File: config.mk
export PLATFORM = sky130hd
export DESIGN_NAME = oldest_due_stream_scheduler_top
export DESIGN_NICKNAME = d
export VERILOG_FILES = /design/src/hw/rtl/ods_pkg.sv /design/src/hw/rtl/ods_datapath.sv /design/src/hw/rtl/ods_controller.sv /design/src/hw/rtl/oldest_due_stream_scheduler_top.sv
export SDC_FILE = /design/constraint.sdc
export NUM_CORES = 2
export LEC_CHECK = 0
export ABC_AREA = 0
export CAP_MARGIN = 20
export CORE_MARGIN = 8
export CORE_UTILIZATION = 55
export CTS_BUF_LIST = sky130_fd_sc_hd__clkbuf_8
export CTS_CLUSTER_DIAMETER = 120
export DETAILED_ROUTE_END_ITERATION = 7
export DONT_BUFFER_PORTS = 1
export PLACE_DENSITY = 0.78
export SLEW_MARGIN = 0
export SYNTH_ARGS = -nofsm -noshare
export SYNTH_HDL_FRONTEND = slang
export SYNTH_HIERARCHICAL = 1
export SYNTH_SLANG_ARGS = --single-unit
File: constraint.sdc
create_clock -name clk -period 7.1 [get_ports clk]
set_input_delay 1.42 -clock clk [delete_from_list [all_inputs] [get_ports clk]]
set_output_delay 1.42 -clock clk [all_outputs]
set_load 0.03 [all_outputs]
File: src/hw/rtl/ods_pkg.sv
package ods_pkg;

    localparam int STREAMS_DEF = 16;
    localparam int STREAMS_MAX = 16;

    localparam int CNT_W      = 5;
    localparam int IDX_W      = 4;
    localparam int PERIOD_W   = 16;
    localparam int AGE_W      = 16;
    localparam int SHOWN_W    = 17;
    localparam int SUM_W      = 32;
    localparam int TIME_W     = 32;
    localparam int NUM_W      = 5;
    localparam int IN_DATA_W  = 24;
    localparam int OUT_DATA_W = 88;

    localparam logic CMD_LOAD = 1'b0;
    localparam logic CMD_TICK = 1'b1;

    typedef struct packed {
        logic load;
        logic tick_start;
        logic scan;
        logic emit;
    } dp_cmd_t;

    typedef struct packed {
        logic             out_free;
        logic [CNT_W-1:0] n_in_use;
    } dp_status_t;

endpackage

File: src/hw/rtl/ods_datapath.sv
module ods_datapath #(
    parameter int STREAMS = ods_pkg::STREAMS_DEF
) (
    input  logic                              clk,
    input  logic                              rst_n,
    input  logic                              cfg_wen,
    input  logic [ods_pkg::CNT_W-1:0]         cfg_wdata,
    input  ods_pkg::dp_cmd_t                  cmd,
    input  logic [((STREAMS < ods_pkg::STREAMS_MAX ? STREAMS : ods_pkg::STREAMS_MAX) > 1
                   ? $clog2(STREAMS < ods_pkg::STREAMS_MAX ? STREAMS : ods_pkg::STREAMS_MAX)
                   : 1)-1:0]                  idx,
    input  logic [ods_pkg::IN_DATA_W-1:0]     in_data,
    output logic                              out_valid,
    input  logic                              out_ready,
    output logic [ods_pkg::OUT_DATA_W-1:0]    out_data,
    output logic                              out_last,
    output ods_pkg::dp_status_t               status
);

    localparam int DEPTH = (STREAMS < ods_pkg::STREAMS_MAX) ? STREAMS : ods_pkg::STREAMS_MAX;
    localparam int IW    = (DEPTH > 1) ? $clog2(DEPTH) : 1;
    localparam int CW    = ods_pkg::CNT_W;
    localparam int AW    = ods_pkg::AGE_W;
    localparam int SW    = ods_pkg::SUM_W;
    localparam int TW    = ods_pkg::TIME_W;
    localparam int PW    = ods_pkg::PERIOD_W;

    logic [CW-1:0] count_reg;
    logic [PW-1:0] period_reg [DEPTH];
    logic [PW-1:0] phase_reg  [DEPTH];
    logic [AW-1:0] age_reg    [DEPTH];
    logic [SW-1:0] sum_reg    [DEPTH];
    logic [TW-1:0] time_reg;
    logic          have_reg;
    logic [IW-1:0] best_reg;
    logic [AW-1:0] best_age_reg;
    logic          out_valid_reg;
    logic          out_last_reg;
    logic [ods_pkg::OUT_DATA_W-1:0] out_data_reg;

    logic [ods_pkg::IDX_W-1:0] load_idx;
    logic [PW-1:0]             load_period;
    logic [IW-1:0]             load_addr;
    logic                      load_hit;
    logic [CW-1:0]             n_in_use;
    logic [PW-1:0]             period_cur;
    logic [PW:0]               phase_inc;
    logic                      due;
    logic                      in_use;
    logic                      better;
    logic [AW-1:0]             age_cur;
    logic [AW-1:0]             age_inc;
    logic                      pick;
    logic [SW:0]               sum_add;
    logic [SW-1:0]             sum_out;
    logic [ods_pkg::SHOWN_W-1:0] shown_age;
    logic [ods_pkg::NUM_W-1:0] stream_number;
    logic                      is_last;

    assign load_idx    = in_data[ods_pkg::IDX_W-1:0];
    assign load_period = in_data[ods_pkg::IDX_W +: PW];
    assign load_addr   = load_idx[IW-1:0];
    assign load_hit    = cmd.load && (load_period != '0)
                         && ({1'b0, load_idx} < CW'(DEPTH));

    assign n_in_use   = (count_reg > CW'(DEPTH)) ? CW'(DEPTH) : count_reg;

    assign period_cur = period_reg[idx];
    assign phase_inc  = {1'b0, phase_reg[idx]} + (PW+1)'(1);
    assign due        = (period_cur != '0) && (phase_inc >= {1'b0, period_cur});
    assign in_use     = CW'(idx) < n_in_use;
    assign age_cur    = age_reg[idx];
    assign better     = due && in_use && (!have_reg || (age_cur > best_age_reg));

    assign pick          = have_reg && (best_reg == idx);
    assign age_inc       = (age_cur == '1) ? age_cur : age_cur + AW'(1);
    assign sum_add       = {1'b0, sum_reg[idx]} + (SW+1)'(age_inc);
    assign sum_out       = pick ? sum_reg[idx] : (sum_add[SW] ? '1 : sum_add[SW-1:0]);
    assign shown_age     = {1'b0, age_cur} + ods_pkg::SHOWN_W'(1);
    assign stream_number = ods_pkg::NUM_W'(idx) + ods_pkg::NUM_W'(1);
    assign is_last       = (CW'(idx) + CW'(1)) == n_in_use;

    always_ff @(posedge clk or negedge rst_n)
    begin
        if (!rst_n)
        begin
            count_reg     <= CW'(1);
            time_reg      <= '0;
            have_reg      <= 1'b0;
            out_valid_reg <= 1'b0;
            for (int i = 0; i < DEPTH; i++)
            begin
                phase_reg[i] <= '0;
                age_reg[i]   <= '0;
                sum_reg[i]   <= '0;
            end
        end
        else
        begin
            if (cfg_wen)
            begin
                count_reg <= cfg_wdata;
            end
            if (load_hit)
            begin
                phase_reg[load_addr] <= '0;
                age_reg[load_addr]   <= '0;
                sum_reg[load_addr]   <= '0;
            end
            if (cmd.tick_start)
            begin
                have_reg <= 1'b0;
                if (time_reg != '1)
                begin
                    time_reg <= time_reg + TW'(1);
                end
            end
            if (cmd.scan)
            begin
                if (period_cur != '0)
                begin
                    phase_reg[idx] <= due ? '0 : phase_inc[PW-1:0];
                end
                if (better)
                begin
                    have_reg <= 1'b1;
                end
            end
            if (cmd.emit)
            begin
                age_reg[idx]  <= pick ? '0 : age_inc;
                sum_reg[idx]  <= sum_out;
                out_valid_reg <= 1'b1;
            end
            else if (out_ready)
            begin
                out_valid_reg <= 1'b0;
            end
        end
    end

    always_ff @(posedge clk)
    begin
        if (load_hit)
        begin
            period_reg[load_addr] <= load_period;
        end
        if (cmd.scan && better)
        begin
            best_reg     <= idx;
            best_age_reg <= age_cur;
        end
        if (cmd.emit)
        begin
            out_data_reg <= {1'b0, time_reg, sum_out, pick, shown_age, stream_number};
            out_last_reg <= is_last;
        end
    end

    assign out_valid       = out_valid_reg;
    assign out_data        = out_data_reg;
    assign out_last        = out_last_reg;
    assign status.out_free = !out_valid_reg || out_ready;
    assign status.n_in_use = n_in_use;

endmodule

File: src/hw/rtl/ods_controller.sv
module ods_controller #(
    parameter int STREAMS = ods_pkg::STREAMS_DEF
) (
    input  logic                clk,
    input  logic                rst_n,
    input  logic                in_valid,
    output logic                in_ready,
    input  logic                in_kind,
    input  ods_pkg::dp_status_t status,
    output ods_pkg::dp_cmd_t    cmd,
    output logic [((STREAMS < ods_pkg::STREAMS_MAX ? STREAMS : ods_pkg::STREAMS_MAX) > 1
                   ? $clog2(STREAMS < ods_pkg::STREAMS_MAX ? STREAMS : ods_pkg::STREAMS_MAX)
                   : 1)-1:0]    idx
);

    localparam int DEPTH = (STREAMS < ods_pkg::STREAMS_MAX) ? STREAMS : ods_pkg::STREAMS_MAX;
    localparam int IW    = (DEPTH > 1) ? $clog2(DEPTH) : 1;
    localparam int CW    = ods_pkg::CNT_W;

    typedef enum logic [1:0] {
        ST_IDLE,
        ST_SCAN,
        ST_EMIT
    } state_t;

    state_t        state_reg;
    state_t        state_next;
    logic [IW-1:0] cnt_reg;
    logic [IW-1:0] cnt_next;
    logic          accept;

    assign in_ready = (state_reg == ST_IDLE);
    assign accept   = in_valid && in_ready;

    assign cmd.load       = accept && (in_kind == ods_pkg::CMD_LOAD);
    assign cmd.tick_start = accept && (in_kind == ods_pkg::CMD_TICK);
    assign cmd.scan       = (state_reg == ST_SCAN);
    assign cmd.emit       = (state_reg == ST_EMIT) && status.out_free;
    assign idx            = cnt_reg;

    always_comb
    begin
        state_next = state_reg;
        cnt_next   = cnt_reg;
        unique case (state_reg)
            ST_IDLE:
            begin
                if (cmd.tick_start)
                begin
                    state_next = ST_SCAN;
                    cnt_next   = '0;
                end
            end
            ST_SCAN:
            begin
                if (cnt_reg == IW'(DEPTH - 1))
                begin
                    cnt_next   = '0;
                    state_next = (status.n_in_use == '0) ? ST_IDLE : ST_EMIT;
                end
                else
                begin
                    cnt_next = cnt_reg + IW'(1);
                end
            end
            ST_EMIT:
            begin
                if (status.out_free)
                begin
                    if ((CW'(cnt_reg) + CW'(1)) == status.n_in_use)
                    begin
                        state_next = ST_IDLE;
                        cnt_next   = '0;
                    end
                    else
                    begin
                        cnt_next = cnt_reg + IW'(1);
                    end
                end
            end
            default:
            begin
                state_next = ST_IDLE;
            end
        endcase
    end

    always_ff @(posedge clk or negedge rst_n)
    begin
        if (!rst_n)
        begin
            state_reg <= ST_IDLE;
            cnt_reg   <= '0;
        end
        else
        begin
            state_reg <= state_next;
            cnt_reg   <= cnt_next;
        end
    end

endmodule

File: src/hw/rtl/oldest_due_stream_scheduler_top.sv
// Load request: taken while idle, no result.
// Tick request: a scan of every stored stream (min(STREAMS,16)), one per cycle, then one result
// per stream in use per cycle while taken.
// The scan and emit sequencer walks the per-stream registers in stream order.
// Reset (rst_n, async, active low) clears ages, sums, phases, time and sets count to 1.
module oldest_due_stream_scheduler_top #(
    parameter int STREAMS = ods_pkg::STREAMS_DEF
) (
    input  logic                              clk,
    input  logic                              rst_n,
    input  logic                              cfg_wen,
    input  logic [ods_pkg::CNT_W-1:0]         cfg_wdata,
    input  logic                              s_axis_tvalid,
    output logic                              s_axis_tready,
    // [3:0] stream_index, [19:4] period_value, [23:20] zero
    input  logic [ods_pkg::IN_DATA_W-1:0]     s_axis_tdata,
    // [0] command
    input  logic                              s_axis_tuser,
    output logic                              m_axis_tvalid,
    input  logic                              m_axis_tready,
    // [4:0] stream_number, [21:5] shown_age, [22] chosen, [54:23] age_total,
    // [86:55] tick_number, [87] zero
    output logic [ods_pkg::OUT_DATA_W-1:0]    m_axis_tdata,
    output logic                              m_axis_tlast
);

    localparam int DEPTH = (STREAMS < ods_pkg::STREAMS_MAX) ? STREAMS : ods_pkg::STREAMS_MAX;
    localparam int IW    = (DEPTH > 1) ? $clog2(DEPTH) : 1;

    ods_pkg::dp_cmd_t    cmd;
    ods_pkg::dp_status_t status;
    logic [IW-1:0]       idx;

    ods_controller #(
        .STREAMS (STREAMS)
    ) u_ctrl (
        .clk      (clk),
        .rst_n    (rst_n),
        .in_valid (s_axis_tvalid),
        .in_ready (s_axis_tready),
        .in_kind  (s_axis_tuser),
        .status   (status),
        .cmd      (cmd),
        .idx      (idx)
    );

    ods_datapath #(
        .STREAMS (STREAMS)
    ) u_dp (
        .clk       (clk),
        .rst_n     (rst_n),
        .cfg_wen   (cfg_wen),
        .cfg_wdata (cfg_wdata),
        .cmd       (cmd),
        .idx       (idx),
        .in_data   (s_axis_tdata),
        .out_valid (m_axis_tvalid),
        .out_ready (m_axis_tready),
        .out_data  (m_axis_tdata),
        .out_last  (m_axis_tlast),
        .status    (status)
    );

`ifndef SYNTHESIS
    assert property (@(posedge clk) disable iff (!rst_n)
        (s_axis_tvalid && s_axis_tready && (s_axis_tuser == ods_pkg::CMD_TICK))
        |=> !s_axis_tready)
        else $error("request taken during tick processing");

    assert property (@(posedge clk) disable iff (!rst_n)
        m_axis_tvalid |-> (m_axis_tdata[4:0] != '0))
        else $error("stream number out of range");

    assert property (@(posedge clk) disable iff (!rst_n)
        (m_axis_tvalid && m_axis_tlast && s_axis_tready)
        |-> (m_axis_tdata[4:0] == status.n_in_use))
        else $error("last flag not on final stream in use");
`endif

endmodule

After elaboration in Yosys (flattened, before gate mapping)
Memories as Yosys holds them, arrays and structs flattened.
Cells that the tools add are included.
{"block": "word_totals", "reg_bits": 1177, "mem_bits_rw": 256, "in_bits": 35, "word_cells": 169, "memories": 1}
{"block": "classes", "n_addsub": 7, "n_lt_le_gt_ge": 8, "n_eq_ne": 11, "muxes": 51, "bitwise_logic": 8, "reduce_logical": 25}
{"name": "u_dp.period_reg", "words": 16, "word_bits": 16, "rd": 1, "rd_clocked_by_memory_dff": 0, "write_ports": 1, "line_no": "ods_datapath.sv:29", "rtl": "logic [PW-1:0] period_reg [DEPTH];"}
{"cell": "$mux W256", "n": 5}
{"cell": "$mux W512", "n": 2}
{"cell": "$and A256 B256 Y256", "n": 2}
{"cell": "$and A512 B512 Y512", "n": 1}
{"cell": "$bwmux W256", "n": 2}
{"cell": "$bwmux W512", "n": 1}
{"cell": "$not A512 Y512", "n": 1}
{"cell": "$demux W32 S4", "n": 2}
{"cell": "$not A256 Y256", "n": 1}
{"cell": "$mux W32", "n": 6}
{"cell": "$mux W16", "n": 9}
{"cell": "$bmux W16 S4", "n": 2}
{"cell": "$bmux W32 S4", "n": 1}
{"cell": "$demux W16 S4", "n": 2}
{"cell": "$add A16 B1 Y17 const B", "n": 2}
{"cell": "$add A32 B16 Y33", "n": 1}
{"cell": "$add A32 B1 Y32 const B", "n": 1}
{"cell": "$ne A32 B32 Y1 const B", "n": 1}
{"cell": "$reduce_bool A16 Y1", "n": 2}
{"cell": "$ge A17 B16 Y1", "n": 1}
{"cell": "$add A16 B1 Y16 const B", "n": 1}
{"cell": "$eq A16 B16 Y1 const B", "n": 1}
{"cell": "$gt A16 B16 Y1", "n": 1}
{"cell": "$mux W4", "n": 4}
{"cell": "other kinds (30)", "n": 58}

Logic depth before layout (Yosys ltp)
{"block": "logic_depth", "word_depth": 11, "ltp_mapped": 29, "ltp_nobuf": 18}

Cells and area by module
Netlist, hierarchy kept.
{"module": "ods_datapath", "instances": 1, "cells_each": 4758, "area_per_inst_um2": 63691.1, "seq_area_each_um2": 37532.2}
{"module": "ods_controller", "instances": 1, "cells_each": 64, "area_per_inst_um2": 563.0, "seq_area_each_um2": 150.1}

Least setup slack after synthesis
No wires, ideal clock.
{"block": "synth_path", "path_type": "reg2reg", "startpoint": "register u_ctrl.cnt_reg[0], in the netlist u_ctrl/idx[0]", "endpoint": "register u_dp.out_data_reg, in the netlist u_dp/out_data[52] (data pin)", "t_arrival_ns": 6.239, "setup_slack_ns": 0.600, "path_stages_with_launch": 26, "path_buffers": 9, "synth_period_minus_slack_ns": 6.500, "cell_sequence": "dfrtp_1 > buf_6 > buf_12 > buf_12 > buf_12 > buf_8 > buf_8 > buf_8 > mux4_2 > a22oi_1 > nand2_1 > ha_1 > nand4_1 > nor4_1 > mux2i_1 > clkbuf_1 > inv_1 > ha_1 > a211oi_1 > o21ai_0 > a2111oi_0 > a2111oi_1 > and4_1 > nor3_1 > clkbuf_1 > inv_1"}
{"block": "synth_between", "elab_chain_len": 9, "elab_cells_between_ends": 15}
{"element": "start, declared", "line_no": "ods_controller.sv:28", "rtl": "logic [IW-1:0] cnt_reg;"}
{"element": "start signal, assigned", "line_no": "ods_controller.sv:98", "rtl": "cnt_reg <= cnt_next;"}
{"element": "$not A4 Y5 (implied by the code) (*)", "line_no": "ods_datapath.sv:72", "rtl": "assign age_cur = age_reg[idx];"}
{"element": "$bmux W16 S4 (*)", "line_no": "ods_datapath.sv:72"}
{"element": "$mux W16 (implied by the code) (*) (2 in a row)", "line_no": "ods_datapath.sv:72"}
{"element": "via u_dp.age_cur[0]", "line_no": "ods_datapath.sv:51", "rtl": "logic [AW-1:0] age_cur;"}
{"element": "$add A16 B1 Y16 or $eq A16 B16 Y1 (tied branches)", "line_no": "ods_datapath.sv:76", "rtl": "assign age_inc = (age_cur == '1) ? age_cur : age_cur + AW'(1);"}
{"element": "$mux W16 (*)", "line_no": "ods_datapath.sv:76"}
{"element": "$add A32 B16 Y33 (*)", "line_no": "ods_datapath.sv:77", "rtl": "assign sum_add = {1'b0, sum_reg[idx]} + (SW+1)'(age_inc);"}
{"element": "$mux W32 (*) (2 in a row)", "line_no": "ods_datapath.sv:78", "rtl": "assign sum_out = pick ? sum_reg[idx] : (sum_add[SW] ? '1 : sum_add[SW-1:0]);"}
{"element": "via u_dp.sum_out[29]", "line_no": "ods_datapath.sv:55", "rtl": "logic [SW-1:0] sum_out;"}
{"element": "end signal, assigned", "line_no": "ods_datapath.sv:155", "rtl": "out_data_reg <= {1'b0, time_reg, sum_out, pick, shown_age, stream_number};"}
{"element": "end, declared", "line_no": "ods_datapath.sv:39", "rtl": "logic [ods_pkg::OUT_DATA_W-1:0] out_data_reg;"}
Mark *: on every way through the listed nets, which the timed path passes. The rest lies on a longest branch. The select of a mux whose other input is x is not followed.
A chain may end at the register's enable or synchronous reset.

Worst setup path in the final report
{"block": "layout_path", "startpoint": "register u_ctrl.cnt_reg[0], in the netlist u_ctrl/idx[0]", "endpoint": "register u_dp.out_data_reg, in the netlist u_dp/out_data[50] (data pin)"}
The elaborated chain is that of the path after synthesis.

==> results.json <==
{
  "placed_cell_area_um2": 66000,
  "cp_common_cell": "buf_4",
  "crit_buf_inv": 6,
  "via_per_inst": 6.83,
  "areaGrowthSynthToFinish_pct": 9.95,
  "cp_cell_sequence": "buf_4, mux4_1, a22o_1, a221oi_1, inv_1, nand4_1, or4_1, nand2b_1, ha_1, nand2_1, o21ai_0, a2111oi_0, buf_4, a2111oi_1, buf_4, nand4_1, xnor2_1, nor2b_1, buf_4, inv_1",
  "cts.sinks": 1433,
  "yosys_warnings": 6,
  "wl_mm": 182,
  "synthMuxAreaShare_pct": 12.6,
  "powerDensity_nw_per_um2": 263,
  "slowest_delay_ns": 1.09,
  "vdd_drop_max_mv": 0.200,
  "clock_latency_ns": 0.92,
  "seqCellArea_um2": 37700,
  "status": "finished clean",
  "antenna_found_initial": 4,
  "yosys-top-cells-count": "1068 x dfrtp_1, 581 x o21ai_0, 480 x nand3_1",
  "cts_tree": "done",
  "cp-end-kind": "flop",
  "fp.dieArea_um2": 128000,
  "firstDrtPassIters": 8,
  "synth_seq_cells": 1433,
  "synth_simple_gate_area_share_pct": 8.45,
  "synth_top_cells_by_area": "dfrtp_1 42%, edfxtp_1 17%, mux4_2 9.5%, a22o_1 5.9%, o21ai_0 4.5%",
  "synth-edff-count": 364,
  "cp_slowest_cell": "a2111oi_1",
  "finalMaxSlewViolations": 0,
  "grt_usage_pct": 28.1,
  "antenna_left": 0,
  "required_ns": 7.76,
  "synth-compound-area-share_pct": 13.6,
  "grt_max_degree": 172,
  "synth_top_family_by_area": "compound AO/OA/AOI/OAI gates",
  "setup_tns_ns": 0,
  "num_rows": 125,
  "drive_gt1_share_pct": 19.1,
  "yosysTopAreaCell": "dfrtp_1",
  "htree_levels": 4,
  "finClkSkew_ns": 0.0483,
  "pwr-share-clk_pct": 38.1,
  "worst_slack_ns": 0.264,
  "crit_path_start_kind": "flop",
  "portBuffers": 0,
  "drtIter0Drc": 5482,
  "design_area_um2": 70600,
  "async_flop_share_pct": 74.6,
  "p_int_uw": 13500,
  "synth_top_area_share_pct": 41.6,
  "start_util_pct": 55.4,
  "grt_pass1_wl_mm": 276,
  "seqPwrFrac_pct": 46.8,
  "cts_buffer_depth": 3,
  "synth_xor_area_share_pct": 1.25,
  "die_height_um": 358,
  "setup_viol": 0,
  "multiInputGateArea_um2": 24100,
  "cp_top_family": "compound AO/OA/AOI/OAI gates",
  "hold_viol": 0,
  "cts_root_buf": "clkbuf_8",
  "min-delay-path-class": "input port to asynchronous set/reset pin",
  "yosysSeqAreaShare_pct": 58.6,
  "design_power_total_uw": 18600,
  "ys.flop_type": "dfrtp_1",
  "grt-ovfl-total": 0,
  "fillers": 8613,
  "path_clk_slew_ns": 0.07,
  "ios": 126,
  "nets": 4971,
  "leakage_uw": 0.0304,
  "cp.arrival_ns": 7.49,
  "pre_cts_ws_ns": 0.192,
  "largest_reg_flops": 512,
  "drv_cap": 0,
  "worstMarginPinSlew_ns": 1.24,
  "post_cts_resized": 0,
  "numCtsBuffers": 218,
  "post_cts_buffers": 0,
  "combPwrFrac_pct": 15.1,
  "routedWlPerCell_um": 27.6,
  "critPathMaxFanout": 29,
  "routabilityCongestion": 0.912,
  "die_w_um": 358,
  "max_freq_ghz": 0.146,
  "synthAdderAreaFrac_pct": 1.28,
  "hold_buffers": 0,
  "cp.depth": 20,
  "post-route-util_pct": 60.9,
  "drc": 0,
  "post_synth.cell_area_avg_um2": 13.3,
  "syn_nets": 4922,
  "dr_total_vias": 44900,
  "min_period_over_period_pct": 96.3,
  "relSlewSlack_pct": 17.1,
  "grt_pass1_vias": 45600,
  "critPathKind": "flop to flop",
  "hpwl_mm": 109,
  "synth_area_um2": 64300,
  "rsz0062_at_grt": "false",
  "p_switching_uw": 5140,
  "worstRegToRegCells": 20,
  "finalCriticalPeriod_ns": 6.84,
  "synth_most_common_cell": "dfrtp_1",
  "p_sw_share_pct": 27.6,
  "synth_cell_types": 87,
  "core_area_um2": 116000,
  "synth_cells": 4822
}
## power by group through the flow
| stage | registers (uW) | logic [uW] | clock network, uW |
|---|---|---|---|
| final | 8710 | 2820 | 7090 |
| after global routing | 8710 | 2960 | 7530 |
| after CTS | 8700 | 2790 | 7160 |
| after detailed placement | 8850 | 2780 | 0 |
| after global placement | 8850 | 2720 | 0 |
| after floorplan | 8770 | 2180 | 0 |
## area by class of cell
type	instances	area share, %
Inverter	96	0.510
Multi-Input combinational cell	2885	34.1
Tap cell	1524	2.70
Sequential cell	1433	53.4
Clock inverter	143	1.43
Timing Repair Buffer	237	2.79
Clock buffer	260	5.07
Antenna cell	3	0.0106
## final timing paths
path                            slack [ns]           endpoint         startpoint
worst max-delay path                  0.26  u_dp/out_data[50]      u_ctrl/idx[0]
worst min-delay path                  0.46  u_dp/sum_reg[203]              rst_n
worst max register to register        0.26  u_dp/out_data[50]      u_ctrl/idx[0]
worst min register to register        0.48  u_dp/sum_reg[473]  u_dp/sum_reg[473]
max in group asynchronous             4.86      u_ctrl/idx[0]              rst_n
min in group clk                      0.48  u_dp/sum_reg[473]  u_dp/sum_reg[473]
## cell usage in the layout, fill, tap and decap left out, types with 67 or more instances in the layout
cell      netlist  final
clkbuf_8        8    260
o21ai_0       581    581
a22oi_1        68     68
edfxtp_1      364    364
a22o_1        433    433
nand2_1       288    286
nand3_1       480    462
nor2_1         94     77
mux4_1         67     67
dfrtp_1      1068   1064
buf_4          33    220
inv_1          96    167
mux4_2        270    270
## logic make-up after synthesis
logic type	after synthesis
DFF	1433
AOI/OAI and AO/OA	1286
and+or+nand+nor	1078
buffers and inverters	504
muxes	363
xor gates and xnor gates	92
adders and majority gates	65
other	1
## routing by layer
metal | global-route usage, % | part of all wire [%] | vias to the layer above
met1 | 37.4 | 38 | 22900
met3 | 7.63 | 12 | 559
li1 | - | - | 18500
met4 | 13.7 | 5.0 | 2
met5 | 0 | 0.0066 | -
met2 | 43.0 | 46 | 2995
## per-stage QoR
| stage | cells | hold slack [ns] |
|---|---|---|
| 6_report | 6581 | 0.460 |
| 3_3_place_gp | 6169 | 0.454 |
| 4_1_cts | 6574 | 0.476 |
| 5_1_grt | 6580 | 0.495 |
| 2_1_floorplan | 4822 | 0.442 |
| 3_5_place_dp | 6171 | 0.462 |
## worst register-to-register path, delay by kind of cell (launching register included)
kind / cells / cell delay, ns
buffers and inverters: 6 / 1.29
XOR/XNOR: 1 / 0.17
adder cells (fa/ha/maj): 1 / 0.40
AND/OR/NAND/NOR: 6 / 1.12
AO/OA/AOI/OAI: 5 / 2.19
multiplexers: 1 / 0.63
flip-flops: 1 / 0.82
(Power assumes the default switching activity.)
